==> src/design/ptrt_pkg.sv <==
// Package for the pending tune request tracker.
// Event codes, fixed field widths and the queue command struct.
// No dependencies.
package ptrt_pkg;

  localparam int TIME_W = 32;
  localparam int HOLD_W = 16;
  localparam int OWED_W = 8;

  localparam logic [HOLD_W-1:0] HOLD_RESET = 16'd1000;
  localparam logic [OWED_W-1:0] OWED_MAX   = 8'hFF;

  typedef enum logic [1:0] {
    MODE_QUERY = 2'd0,
    MODE_SEND  = 2'd1,
    MODE_REPLY = 2'd2,
    MODE_RESET = 2'd3
  } mode_e;

  // clear applies before push; pop is never combined with clear or push
  typedef struct packed {
    logic clear;
    logic push;
    logic pop;
  } q_cmd_t;

endpackage

==> src/design/ptrt_queue.sv <==
// Circular target queue of the tracker: storage, head pointer, fill count
// and copies of the oldest and newest entries. Depends on ptrt_pkg.
module ptrt_queue #(
  parameter int QUEUE_DEPTH = 16,
  parameter int FREQ_BITS   = 36
) (
  input  logic                             clk_i,
  input  logic                             rst_ni,
  input  ptrt_pkg::q_cmd_t                 cmd_i,
  input  logic [FREQ_BITS-1:0]             push_data_i,
  output logic [$clog2(QUEUE_DEPTH+1)-1:0] fill_o,
  output logic [$clog2(QUEUE_DEPTH+1)-1:0] fill_next_o,
  output logic [FREQ_BITS-1:0]             oldest_o,
  output logic [FREQ_BITS-1:0]             newest_next_o
);
  import ptrt_pkg::*;

  localparam int PTR_W = $clog2(QUEUE_DEPTH);
  localparam int CNT_W = $clog2(QUEUE_DEPTH+1);
  localparam int TAIL_W = PTR_W + 2;

  logic [FREQ_BITS-1:0] mem_q [QUEUE_DEPTH];
  logic [FREQ_BITS-1:0] newest_q, newest_d;
  logic [FREQ_BITS-1:0] oldest_q;
  logic [PTR_W-1:0]     head_q, head_d, head_base, tail_idx;
  logic [CNT_W-1:0]     fill_q, fill_d, fill_base;
  logic [TAIL_W-1:0]    tail_sum, tail_wrap;

  always_comb begin
    head_base = cmd_i.clear ? '0 : head_q;
    fill_base = cmd_i.clear ? '0 : fill_q;
    tail_sum  = TAIL_W'(head_base) + TAIL_W'(fill_base);
    tail_wrap = (tail_sum >= TAIL_W'(QUEUE_DEPTH)) ? tail_sum - TAIL_W'(QUEUE_DEPTH) : tail_sum;
    tail_idx  = tail_wrap[PTR_W-1:0];

    head_d   = head_base;
    fill_d   = fill_base;
    newest_d = newest_q;
    if (cmd_i.push) begin
      fill_d   = fill_base + 1'b1;
      newest_d = push_data_i;
    end else if (cmd_i.pop) begin
      fill_d = fill_q - 1'b1;
      head_d = (head_q == PTR_W'(QUEUE_DEPTH - 1)) ? '0 : head_q + 1'b1;
    end
  end

  always_ff @(posedge clk_i or negedge rst_ni) begin
    if (!rst_ni) begin
      head_q <= '0;
      fill_q <= '0;
    end else begin
      head_q <= head_d;
      fill_q <= fill_d;
    end
  end

  // oldest entry is prefetched: loaded on a push into an empty queue, or
  // read from the next head slot on a pop
  always_ff @(posedge clk_i) begin
    newest_q <= newest_d;
    if (cmd_i.push) begin
      mem_q[tail_idx] <= push_data_i;
      if (fill_base == '0) begin
        oldest_q <= push_data_i;
      end
    end else if (cmd_i.pop) begin
      oldest_q <= mem_q[head_d];
    end
  end

  assign fill_o        = fill_q;
  assign fill_next_o   = fill_d;
  assign oldest_o      = oldest_q;
  assign newest_next_o = newest_d;

endmodule

==> src/design/pending_tune_request_tracker.sv <==
// Top level of the pending tune request tracker.
// Input register, event logic and result register. Depends on ptrt_pkg, ptrt_queue.
//
// Each transfer on the slave side is one event (mode in tuser: query, send,
// reply, reset) and yields exactly one result transfer on the master side.
// An event is taken into an input register, evaluated by combinational logic
// against the queue, owed-reply counter and last-send time, and lands in a
// result register. One event is accepted every cycle while the master side
// keeps up. hold_time_ms is written through cfg_we_i / cfg_wdata_i and should
// only change while no event is in flight.
module pending_tune_request_tracker #(
  parameter int QUEUE_DEPTH = 16,
  parameter int FREQ_BITS   = 36
) (
  input  logic clk_i,
  input  logic rst_ni,
  input  logic                        cfg_we_i,
  input  logic [ptrt_pkg::HOLD_W-1:0] cfg_wdata_i,
  input  logic s_axis_tvalid,
  output logic s_axis_tready,
  // freq_hz, now_ms, zero padding
  input  logic [((FREQ_BITS+ptrt_pkg::TIME_W+7)/8)*8-1:0] s_axis_tdata,
  // mode
  input  logic [1:0] s_axis_tuser,
  output logic m_axis_tvalid,
  input  logic m_axis_tready,
  // base_hz, pending_count, owed_count, reply_mismatch, send_refused, zero padding
  output logic [((FREQ_BITS+$clog2(QUEUE_DEPTH+1)+ptrt_pkg::OWED_W+2+7)/8)*8-1:0] m_axis_tdata
);
  import ptrt_pkg::*;

  localparam int CNT_W = $clog2(QUEUE_DEPTH+1);
  localparam int SUM_W = ((CNT_W > OWED_W) ? CNT_W : OWED_W) + 1;
  localparam int RES_W = FREQ_BITS + CNT_W + OWED_W + 2;
  localparam int OUT_W = ((RES_W + 7) / 8) * 8;

  function automatic logic [OWED_W-1:0] sat_add(input logic [OWED_W-1:0] a,
                                                input logic [CNT_W-1:0] b);
    logic [SUM_W-1:0] s;
    s = SUM_W'(a) + SUM_W'(b);
    return (s > SUM_W'(OWED_MAX)) ? OWED_MAX : s[OWED_W-1:0];
  endfunction

  logic                 in_vld_q, out_vld_q, advance, fire;
  mode_e                mode_q;
  logic [FREQ_BITS-1:0] freq_q;
  logic [TIME_W-1:0]    now_q, last_q, last_d;
  logic [HOLD_W-1:0]    hold_q;
  logic [OWED_W-1:0]    owed_q, owed_d;
  logic                 within_pre, within_post, mismatch, refused;
  logic [FREQ_BITS-1:0] base;
  q_cmd_t               cmd;
  logic [CNT_W-1:0]     fill, fill_next;
  logic [FREQ_BITS-1:0] oldest, newest_next;
  logic [RES_W-1:0]     res_q;

  assign advance       = !out_vld_q || m_axis_tready;
  assign fire          = in_vld_q && advance;
  assign s_axis_tready = !in_vld_q || advance;

  ptrt_queue #(
    .QUEUE_DEPTH(QUEUE_DEPTH),
    .FREQ_BITS  (FREQ_BITS)
  ) u_queue (
    .clk_i        (clk_i),
    .rst_ni       (rst_ni),
    .cmd_i        (cmd),
    .push_data_i  (freq_q),
    .fill_o       (fill),
    .fill_next_o  (fill_next),
    .oldest_o     (oldest),
    .newest_next_o(newest_next)
  );

  always_comb begin
    within_pre = (now_q - last_q) <= TIME_W'(hold_q);
    cmd      = '0;
    owed_d   = owed_q;
    last_d   = last_q;
    mismatch = 1'b0;
    refused  = 1'b0;
    if (fire) begin
      unique case (mode_q)
        MODE_SEND: begin
          if (!within_pre) begin
            cmd.clear = 1'b1;
            owed_d    = sat_add(owed_q, fill);
          end
          if (within_pre && fill == CNT_W'(QUEUE_DEPTH)) begin
            refused = 1'b1;
          end else begin
            cmd.push = 1'b1;
            last_d   = now_q;
          end
        end
        MODE_REPLY: begin
          if (owed_q != '0) begin
            owed_d = owed_q - 1'b1;
          end else if (fill != '0) begin
            if (oldest != freq_q) begin
              cmd.clear = 1'b1;
              owed_d    = sat_add('0, fill - 1'b1);
              mismatch  = 1'b1;
            end else begin
              cmd.pop = 1'b1;
            end
          end
        end
        MODE_RESET: begin
          cmd.clear = 1'b1;
          owed_d    = '0;
          last_d    = '0;
        end
        default: begin
        end
      endcase
    end
    within_post = (now_q - last_d) <= TIME_W'(hold_q);
    base = (fill_next != '0 && within_post) ? newest_next : freq_q;
  end

  always_ff @(posedge clk_i or negedge rst_ni) begin
    if (!rst_ni) begin
      in_vld_q  <= 1'b0;
      out_vld_q <= 1'b0;
      hold_q    <= HOLD_RESET;
      owed_q    <= '0;
      last_q    <= '0;
    end else begin
      if (s_axis_tready) begin
        in_vld_q <= s_axis_tvalid;
      end
      if (advance) begin
        out_vld_q <= in_vld_q;
      end
      if (cfg_we_i) begin
        hold_q <= cfg_wdata_i;
      end
      owed_q <= owed_d;
      last_q <= last_d;
    end
  end

  always_ff @(posedge clk_i) begin
    if (s_axis_tvalid && s_axis_tready) begin
      mode_q <= mode_e'(s_axis_tuser);
      freq_q <= s_axis_tdata[FREQ_BITS-1:0];
      now_q  <= s_axis_tdata[FREQ_BITS +: TIME_W];
    end
    if (fire) begin
      res_q <= {refused, mismatch, owed_d, fill_next, base};
    end
  end

  assign m_axis_tvalid = out_vld_q;
  assign m_axis_tdata  = OUT_W'(res_q);

endmodule

==> config.mk <==
export PLATFORM = sky130hd
export DESIGN_NAME = pending_tune_request_tracker
export DESIGN_NICKNAME = d
export VERILOG_FILES = /design/src/design/ptrt_pkg.sv /design/src/design/ptrt_queue.sv /design/src/design/pending_tune_request_tracker.sv
export SDC_FILE = /design/constraint.sdc
export NUM_CORES = 1
export LEC_CHECK = 0
export ABC_AREA = 1
export BUFFER_PORTS_ARGS = -buffer_cell sky130_fd_sc_hd__clkbuf_2
export CORE_MARGIN = 8
export CORE_UTILIZATION = 39
export CTS_CLUSTER_DIAMETER = 100
export DETAILED_ROUTE_END_ITERATION = 7
export PLACE_DENSITY_LB_ADDON = 0.05
export SYNTH_ARGS = -nofsm -noshare
export SYNTH_HDL_FRONTEND = slang
export SYNTH_SLANG_ARGS = --single-unit
==> constraint.sdc <==
create_clock -name clk_i -period 8.55 [get_ports clk_i]
set_input_delay 1.71 -clock clk_i [delete_from_list [all_inputs] [get_ports clk_i]]
set_output_delay 1.71 -clock clk_i [all_outputs]
set_load 0.03 [all_outputs]
==> results.sh <==
export IMPL_reg2reg_from="now_q[0]$_DFFE_PP_"
export IMPL_max_freq_mhz=127
export IMPL_worst_slew_pin_slew_ns=1.29
export IMPL_synth_top_flop_cell="edfxtp_1"
export IMPL_ir_drop_v=0.000172
export IMPL_pin_count=153
export IMPL_syn_area_sq_um=41400
export IMPL_hold_buffers=0
export IMPL_io_buffers=143
export IMPL_setup_tns_ns=0
export IMPL_clock_skew_ns=0.0229
export IMPL_fp_coreArea_sq_um=105000
export IMPL_p_leak_nw=20.4
export IMPL_cpMaxStageDelayCell="fa_1"
export IMPL_routed_via_density=5.05
export IMPL_nNetsFinal=4713
export IMPL_syn_to_final_growth_pct=14.3
export IMPL_cp_start_kind="register"
export IMPL_drv_cap=0
export IMPL_clockBufferDepth=3
export IMPL_overflow=0
export IMPL_final_cell_area_sq_um=47300
export IMPL_clk_latency_ns=0.69
export IMPL_rr_worst_depth=55
export IMPL_vias=30200
export IMPL_routabilityCongestion=0.880
export IMPL_power_w=0.0114
export IMPL_synth_edf_count=733
export IMPL_track_usage_pct=20.6
export IMPL_cts_sinks=836
export IMPL_seq_area_frac_synth_pct=59.0
export IMPL_period_needed_ns=7.89
export IMPL_path_max_fanout=23
export IMPL_netlist_instances=4357
export IMPL_maxSlewViolCount=0
export IMPL_cts_root_buf="clkbuf_16"
export IMPL_dp_final_hpwl_microns=72600
export IMPL_critPathCaptureType="register"
export IMPL_cts_tree="yes"
export IMPL_hold_violations=0
export IMPL_drt_total_wl_microns=122000
export IMPL_drive_above_1_share_pct=10.6
export IMPL_drtIter0Drc=2352
export IMPL_synth_top_area_cell="edfxtp_1"
export IMPL_detailed_place_area_sq_um=43900
export IMPL_routedWlPerCell_microns=20.4
export IMPL_holdWs_ns=0.450
export IMPL_start_util_pct=39.3
export IMPL_grt_pass1_wl_microns=186000
export IMPL_numCtsBuffers=95
export IMPL_crit_type="register to register"
export IMPL_cts_htree_levels=3
export IMPL_synth_most_common_cell="nand2_1"
export IMPL_max_stage_delay_ns=0.42
export IMPL_die_h_microns=342
export IMPL_grt_max_degree=122
export IMPL_powerDensity_nw_per_um2=240
export IMPL_max_slew_margin_pct=13.5
export IMPL_core_rowCount=119
export IMPL_hp_start="u_queue.newest_q[18]$_DFF_P_"
export IMPL_die_width_microns=342
export IMPL_fin_crit_sh_pct=92.3
export IMPL_synth_top_cell_area_share_pct=53.2
export IMPL_async_reset_ff_share_pct=8.01
export IMPL_synth_seq_cells=836
export IMPL_hold_depth=2
export IMPL_required_ns=8.96
export IMPL_grt_pass1_vias=29800
export IMPL_avgSynthCellArea_sq_um=9.50
export IMPL_netlist_top_cells_area="edfxtp_1 53%, nand2_1 10%, nand3_1 9.2%, inv_1 5.9%, dfrtp_1 3.7%"
export IMPL_fillerInstances=10200
export IMPL_status="completed"
export IMPL_min_to="u_queue.newest_q[18]$_DFF_P_"
export IMPL_post_route_drc_count=0
export IMPL_synth_cell_types=52
export IMPL_die_area_sq_um=117000
export IMPL_min_path_type="register to register"
export IMPL_r2r_setup_slack_ns=0.66
export IMPL_synth_common_cells="1148 x nand2_1, 762 x nand3_1, 733 x edfxtp_1"
export IMPL_yosys_warnings=0
export IMPL_timing_rr_end="res_q[30]$_DFFE_PP_"
export IMPL_num_antenna_cells=0
export IMPL_antenna_found_initial=1
export IMPL_antenna_left=0
export IMPL_critPathArrivalTime_ns=8.31
export IMPL_finalSetupViolations=0
export IMPL_drt_pass1_iter_count=7
export IMPL_path_clk_slew_ns=0.06
## worst max path at each step
stage	slack (ns)	to	start
3_3_place_gp	0.27	res_q[2]$_DFFE_PP_	now_q[8]$_DFFE_PP_
3_5_place_dp	0.22	res_q[2]$_DFFE_PP_	now_q[10]$_DFFE_PP_
6_report	0.66	res_q[30]$_DFFE_PP_	now_q[0]$_DFFE_PP_
5_1_grt	-0.02	res_q[8]$_DFFE_PP_	now_q[0]$_DFFE_PP_
2_1_floorplan	1.45	res_q[10]$_DFFE_PP_	now_q[0]$_DFFE_PP_
4_1_cts	0.16	res_q[30]$_DFFE_PP_	now_q[10]$_DFFE_PP_
## through the flow
step / setup slack (ns) / util (%) / cells
after global placement: 0.270 / 41.7 / 5798
after detailed placement: 0.222 / 41.7 / 5798
after global routing: -0.0216 / 44.9 / 5977
after CTS: 0.162 / 44.8 / 5976
after floorplan: 1.45 / - / 4361
final: 0.656 / 44.9 / 5977
## metal layers
metal | wire, microns | track usage (%) | vias to the layer above
met5 | 0 | 0 | -
li1 | - | - | 14800
met4 | 2580 | 4.85 | 0
met1 | 56700 | 28.6 | 14600
met3 | 5170 | 2.60 | 148
met2 | 57800 | 34.2 | 653
## cells in the final DEF (no fill, tap or decap), drive strengths merged, types with 4 or more instances in the layout
master / count
nand2: 1157
nand3: 764
edfxtp: 733
inv: 659
clkbuf: 277
nor2: 152
ha: 109
buf: 103
o21ai: 82
a21oi: 79
nand3b: 74
dfrtp: 61
nand4: 58
xor2: 42
xnor2: 36
dfxtp: 36
o21a: 29
clkinv: 29
nor3: 16
a21o: 10
bufinv: 10
or2: 9
o211ai: 9
o22ai: 6
dfstp: 6
a31oi: 5
conb: 5
and2: 4
fa: 4
## final cells by class
cell class                      instances  area [sq um]  share of cell area [%]
Timing Repair Buffer                  245          1600                    3.39
Clock inverter                         43           568                    1.20
Tap cell                             1391          1740                    3.68
Sequential cell                       836         24400                    51.6
Inverter                              658          2480                    5.23
Clock buffer                          135          2670                    5.64
Multi-Input combinational cell       2669         13800                    29.3
## kinds of logic after synthesis
kind of cell             share of synthesized area, %
AO/OA/AOI/OAI                                    3.24
multiplexers                                   0.0272
other                                         0.00906
XOR/XNOR                                         1.65
flip-flops                                       59.0
buffers and inverters                            8.53
AND/OR/NAND/NOR                                  24.1
adder cells (fa/ha/maj)                          3.49
## critical path, delay by kind of cell (launching register included)
family,cells,cell delay [ns]
buf+inv,8,0.85
xor+xnor,2,0.33
flops,1,0.33
fa+ha+maj,5,1.56
simple gates,31,3.33
compound gates,9,1.19
## where the power goes
group,total [W],switching (W),internal (W)
registers,0.00483,0.000118,0.00471
clock network,0.00422,0.00173,0.00249
logic,0.00230,0.00153,0.000768
total,0.0114,0.00338,0.00797
## state kept, by name, indices dropped and copies added, names as in the netlist, 2 cells and up
register / flops
u_queue.mem_q: 576
now_q: 32
res_q: 51
last_q: 32
u_queue.fill_o: 5
u_queue.head_q: 4
u_queue.newest_q: 36
hold_q: 16
freq_q: 36
mode_q: 2
u_queue.oldest_o: 36
owed_q: 8
## timing repair
item,in CTS,in global routing
setup buffers,0,1
setup endpoints to repair,0,36
endpoints found under the hold margin,0,0
resized for setup,0,41
(Power assumes the default switching activity.)
